## config.mk

```make
export PLATFORM = sky130hd
export DESIGN_NAME = kbd_cordic
export DESIGN_NICKNAME = d
export VERILOG_FILES = /design/src/sv/kbd_pkg.sv /design/src/sv/kbd_cordic.sv
export SDC_FILE = /design/constraint.sdc
export NUM_CORES = 2
export LEC_CHECK = 0
export BUFFER_PORTS_ARGS = -buffer_cell sky130_fd_sc_hd__buf_2
export CAP_MARGIN = 10
export CORE_MARGIN = 2
export CORE_UTILIZATION = 65
export CTS_BUF_LIST = sky130_fd_sc_hd__clkbuf_8
export DETAILED_ROUTE_END_ITERATION = 16
export PLACE_DENSITY_LB_ADDON = 0.1
export SYNTH_ARGS = -nofsm -noshare
export SYNTH_HDL_FRONTEND = slang
export SYNTH_SLANG_ARGS = --single-unit
```

## constraint.sdc

```tcl
create_clock -name i_clk -period 12.9 [get_ports i_clk]
set_input_delay 1.29 -clock i_clk [delete_from_list [all_inputs] [get_ports i_clk]]
set_output_delay 1.29 -clock i_clk [all_outputs]
set_load 0.01 [all_outputs]
```

## src/sv/kbd_pkg.sv

```systemverilog
// Shared types, constants and helpers for the kinematic bicycle derivative core.
`default_nettype none
package kbd_pkg;

    localparam int ANG_W  = 28;   // CORDIC angle, Q.24
    localparam int CRD_W  = 34;   // CORDIC x/y, Q2.30 with headroom
    localparam int PRD_W  = 50;   // speed * trig product
    localparam int DPR_W  = 48;   // wheelbase * cos product
    localparam int NUM_W  = 63;   // rounded dividend 2n + d
    localparam int DEN_W  = 49;   // doubled divisor 2d
    localparam int QUO_W  = 25;   // quotient bits below the overflow check
    localparam int DIV_STAGES = QUO_W + 1;
    localparam int CMP_W  = DEN_W + QUO_W;

    localparam logic signed [ANG_W-1:0] ANG_HALF_PI = 28'sd26353589;
    localparam logic signed [ANG_W-1:0] ANG_PI      = 28'sd52707179;
    localparam logic signed [CRD_W-1:0] CORDIC_GAIN = 34'sd652032874;

    localparam logic signed [23:0] YAW_MAX = 24'sh7FFFFF;
    localparam logic signed [23:0] YAW_MIN = 24'sh800000;
    localparam logic [QUO_W-1:0]   Q_LIM_POS = 25'd8388607;
    localparam logic [QUO_W-1:0]   Q_LIM_NEG = 25'd8388608;

    // Sideband through the CORDIC stages
    typedef struct packed {
        logic signed [15:0] speed;
        logic signed [15:0] accel;
        logic signed [15:0] srate;
    } t_side_a;

    // Sideband through the divider stages
    typedef struct packed {
        logic signed [15:0] x_rate;
        logic signed [15:0] y_rate;
        logic signed [15:0] accel;
        logic signed [15:0] srate;
        logic               qneg;
        logic               nzero;
        logic               dzero;
        logic               nneg;
    } t_side_b;

    function automatic logic signed [ANG_W-1:0] atan_of(input int i);
        logic signed [ANG_W-1:0] r;
        case (i)
            0:  r = 28'sd13176795;
            1:  r = 28'sd7778716;
            2:  r = 28'sd4110060;
            3:  r = 28'sd2086331;
            4:  r = 28'sd1047214;
            5:  r = 28'sd524117;
            6:  r = 28'sd262123;
            7:  r = 28'sd131069;
            8:  r = 28'sd65536;
            9:  r = 28'sd32768;
            10: r = 28'sd16384;
            11: r = 28'sd8192;
            12: r = 28'sd4096;
            13: r = 28'sd2048;
            14: r = 28'sd1024;
            15: r = 28'sd512;
            16: r = 28'sd256;
            17: r = 28'sd128;
            18: r = 28'sd64;
            19: r = 28'sd32;
            20: r = 28'sd16;
            21: r = 28'sd8;
            22: r = 28'sd4;
            23: r = 28'sd2;
            default: r = '0;
        endcase
        return r;
    endfunction

    // (p + 2^29) >>> 30, clamped to 16 bits
    function automatic logic signed [15:0] rate_round(input logic signed [PRD_W-1:0] p);
        logic signed [PRD_W:0] s;
        logic signed [20:0]    t;
        logic signed [15:0]    r;
        s = (PRD_W+1)'(p) + 51'sd536870912;
        t = 21'(s >>> 30);
        if (t > 21'sd32767) begin
            r = 16'sh7FFF;
        end else if (t < -21'sd32768) begin
            r = 16'sh8000;
        end else begin
            r = t[15:0];
        end
        return r;
    endfunction

endpackage
`default_nettype wire

```

## src/sv/kbd_cordic.sv

```systemverilog
// Pipelined rotation-mode CORDIC giving sine and cosine in Q2.30.
`default_nettype none
module kbd_cordic
    import kbd_pkg::*;
#(
    parameter int STEPS = 16
) (
    input  wire logic                    i_clk,
    input  wire logic [STEPS+1:0]        i_en,
    input  wire logic signed [15:0]      i_ang,
    output logic signed [CRD_W-1:0]      o_sin,
    output logic signed [CRD_W-1:0]      o_cos
);

    logic signed [CRD_W-1:0] r_x [0:STEPS];
    logic signed [CRD_W-1:0] r_y [0:STEPS];
    logic signed [ANG_W-1:0] r_z [0:STEPS];
    logic                    r_neg [0:STEPS];
    logic signed [CRD_W-1:0] r_sin, r_cos;

    logic signed [ANG_W-1:0] n_z0, z_in;
    logic                    n_neg0;

    // fold by pi into [-pi/2, pi/2]
    always_comb begin
        z_in = ANG_W'(i_ang) <<< 11;
        n_z0 = z_in;
        n_neg0 = 1'b0;
        if (z_in > ANG_HALF_PI) begin
            n_z0 = z_in - ANG_PI;
            n_neg0 = 1'b1;
        end else if (z_in < -ANG_HALF_PI) begin
            n_z0 = z_in + ANG_PI;
            n_neg0 = 1'b1;
        end
    end

    always_ff @(posedge i_clk) begin
        if (i_en[0]) begin
            r_x[0]   <= CORDIC_GAIN;
            r_y[0]   <= '0;
            r_z[0]   <= n_z0;
            r_neg[0] <= n_neg0;
        end
    end

    for (genvar i = 0; i < STEPS; i++) begin : g_step
        always_ff @(posedge i_clk) begin
            if (i_en[i+1]) begin
                r_neg[i+1] <= r_neg[i];
                if (r_z[i] >= 0) begin
                    r_x[i+1] <= r_x[i] - (r_y[i] >>> i);
                    r_y[i+1] <= r_y[i] + (r_x[i] >>> i);
                    r_z[i+1] <= r_z[i] - atan_of(i);
                end else begin
                    r_x[i+1] <= r_x[i] + (r_y[i] >>> i);
                    r_y[i+1] <= r_y[i] - (r_x[i] >>> i);
                    r_z[i+1] <= r_z[i] + atan_of(i);
                end
            end
        end
    end

    always_ff @(posedge i_clk) begin
        if (i_en[STEPS+1]) begin
            r_cos <= r_neg[STEPS] ? -r_x[STEPS] : r_x[STEPS];
            r_sin <= r_neg[STEPS] ? -r_y[STEPS] : r_y[STEPS];
        end
    end

    assign o_sin = r_sin;
    assign o_cos = r_cos;

endmodule
`default_nettype wire

```

==> results.sh <==
export IMPL_status="completed"
export IMPL_viasPerCell=6.28
export IMPL_layout_drive_gt1_share=0.0535
export IMPL_portBuffers=102
export IMPL_drv_slew=0
export IMPL_cts_buffers=237
export IMPL_synth_area_um2=117000
export IMPL_route_detailed_drc=0
export IMPL_die_area_um2=184000
export IMPL_drt_pre_antenna_iters=6
export IMPL_fin_crit_ns=6.36
export IMPL_wl_per_cell_um=20.2
export IMPL_via_count=93562
export IMPL_io_pins=103
export IMPL_post_route_period_util=0.493
export IMPL_ys_flop_type="edfxtp_1"
export IMPL_synth_common_cells="edfxtp_1 (1422), ha_1 (1251), xnor2_1 (1222)"
export IMPL_dp_hpwl_um=238000
export IMPL_fin_skew_ns=0.0506
export IMPL_synth_top_area_frac=0.364
export IMPL_detail_route_iter0_violations=6822
export IMPL_setup_viol=0
export IMPL_worstReg2RegStart="r_x[9][14]"
export IMPL_place_gp_congestion=0.983
export IMPL_crit_chain="buf_2, buf_4, and2_0, buf_4, clkinv_1, buf_4, o21ai_0, a21boi_0, nand2_1, xor2_1, ha_1, a21o_1, a21o_1, a21o_1, a21oi_1, o21bai_1, a31oi_1, o211ai_1, o31ai_1, o21bai_1, a21oi_1, xnor2_1"
export IMPL_endpoint_kind="register"
export IMPL_yosysTopAreaCell="edfxtp_1"
export IMPL_syn_avg_cell_area_um2=9.65
export IMPL_synthArstFlopShare=0
export IMPL_cp_startpoint="i_en[15]"
export IMPL_hold_violations=0
export IMPL_grt_setup_unrepaired="no"
export IMPL_postCtsSetupRepairBufs=0
export IMPL_fp_dieW_um=429
export IMPL_synth_edf_count=1422
export IMPL_ctsResizeCount=0
export IMPL_worstPathArrival_ns=7.11
export IMPL_worst_path_stages=22
export IMPL_synthDistinctLibCells=106
export IMPL_r2r_slack_ns=7.09
export IMPL_yosysWarnings=0
export IMPL_worstHoldPathCells=0
export IMPL_grt_pass1_vias=91199
export IMPL_crit_type="input pin to register"
export IMPL_clockBufferDepth=3
export IMPL_fmax_ghz=0.157
export IMPL_worstRegToRegCells=15
export IMPL_hold_class="register to register"
export IMPL_cp_max_fo=72
export IMPL_slowest_delay_ns=0.69
export IMPL_cts_root_buf="clkbuf_8"
export IMPL_critPathTopFamily="compound AO/OA/AOI/OAI gates"
export IMPL_relSlewSlack=0.199
export IMPL_num_rows=155
export IMPL_tightest_slew_ns=1.19
export IMPL_netlist_instances=12147
export IMPL_crit_buf_inv=5
export IMPL_die_y_um=429
export IMPL_seq_area_frac_synth=0.364
export IMPL_grt_max_degree=89
export IMPL_fin_nets=13658
export IMPL_grt_overflow=0
export IMPL_hold_path_startpoint="r_z[8][10]"
export IMPL_finalSetupTns_ns=0
export IMPL_area_delta_synth_final_pct=6.63
export IMPL_syn_nets=13477
export IMPL_reg2reg_to="r_y[10][33]"
export IMPL_antenna_found_initial=5
export IMPL_final_antenna_net_count=0
export IMPL_initial_core_util=0.655
export IMPL_cts_max_level=4
export IMPL_min_to="r_z[9][10]"
export IMPL_ys_top_cells_by_area="edfxtp_1 (36%), ha_1 (13%), xnor2_1 (9.1%), a21oi_1 (4.8%), xor2_1 (4.3%)"
export IMPL_clkTransAtPathRegs_ns=0.06
export IMPL_start_kind="input pin"
export IMPL_core_um2=179000
export IMPL_cts_hold_buf=0
export IMPL_worstPathRequired_ns=13.64
export IMPL_cts_tree="done"
export IMPL_grt_pass1_wl_um=478000
export IMPL_clk_latency_ns=1.03
export IMPL_grtUsageTotal=0.320
export IMPL_cts_sinks=1422
export IMPL_synth_most_common_cell="edfxtp_1"
export IMPL_crit_slowest_cell="buf_4"
export IMPL_drt_total_wl_um=300000
export IMPL_ys_ff_latch=1422
export IMPL_maxCapViolCount=0
[routing by layer]
layer / global-route usage / wire length, µm / share of wire / up-vias
li1: - / - / - / 45304
met1: 0.392 / 122000 / 0.41 / 44256
met2: 0.557 / 146000 / 0.49 / 3155
met3: 0.0441 / 17700 / 0.059 / 845
met4: 0.154 / 14600 / 0.049 / 2
met5: 0 / 12 / 0.000040 / -
[how the worst max path moves through the flow]
| stage | endpoint |
|---|---|
| floorplan | r_y[13][33] |
| global placement | r_x[15][32] |
| detailed placement | r_x[15][32] |
| CTS | r_x[15][32] |
| global route | r_x[15][32] |
| finish | r_x[15][32] |
[cells in the final DEF, fill, tap and decap left out, types with 66 or more instances in the layout]
cell	n
xor2_1	571
o21a_1	222
nor2_1	1013
a31oi_1	106
buf_2	90
o21ai_1	86
nor2b_1	183
a21o_1	484
ha_1	1251
a211oi_1	86
edfxtp_1	1422
nand3_1	199
o31ai_1	129
clkbuf_8	239
xnor2_1	1222
clkinv_1	68
or3_1	126
o21bai_1	159
inv_1	608
o41ai_1	73
nand2b_1	221
nand2_1	666
nor3_1	313
and3_1	66
a21oi_1	1114
o21ai_0	657
[stage by stage]
step	cells	worst slack [ns]	hold slack, ns	instance area [µm²]	util
3_3_place_gp	14444	5.63	0.405	120000	0.672
3_5_place_dp	14444	5.51	0.405	120000	0.672
5_1_grt	14890	6.07	0.421	125000	0.699
2_1_floorplan	12147	7.59	0.400	117000	-
4_1_cts	14889	6.58	0.413	125000	0.699
6_report	14892	6.54	0.417	125000	0.699
[logic make-up after synthesis]
| logic type | share of synthesized area |
|---|---|
| adders and majority gates | 0.141 |
| and+or+nand+nor | 0.131 |
| DFF | 0.364 |
| AOI/OAI and AO/OA | 0.195 |
| buffers and inverters | 0.0250 |
| muxes | 0.00897 |
| xor gates and xnor gates | 0.134 |
[flip-flops by register name, indices dropped and copies added, names as in the netlist]
| signal | flops |
|---|---|
| r_y | 511 |
| r_z | 343 |
| r_x | 484 |
| r_neg | 16 |
| o_sin | 34 |
| o_cos | 34 |
[final cells by class]
cell class	instances	area, µm²
Multi-Input combinational cell	9946	71600
Fill cell	13647	53900
Sequential cell	1422	42700
Clock buffer	239	3290
Tap cell	2355	2950
Inverter	570	2140
Clock inverter	206	1400
Timing Repair Buffer	151	908
Antenna cell	3	7.51
Power is not shown: default switching activity piles up to over one toggle a cycle in this logic, so the estimate is an artifact.
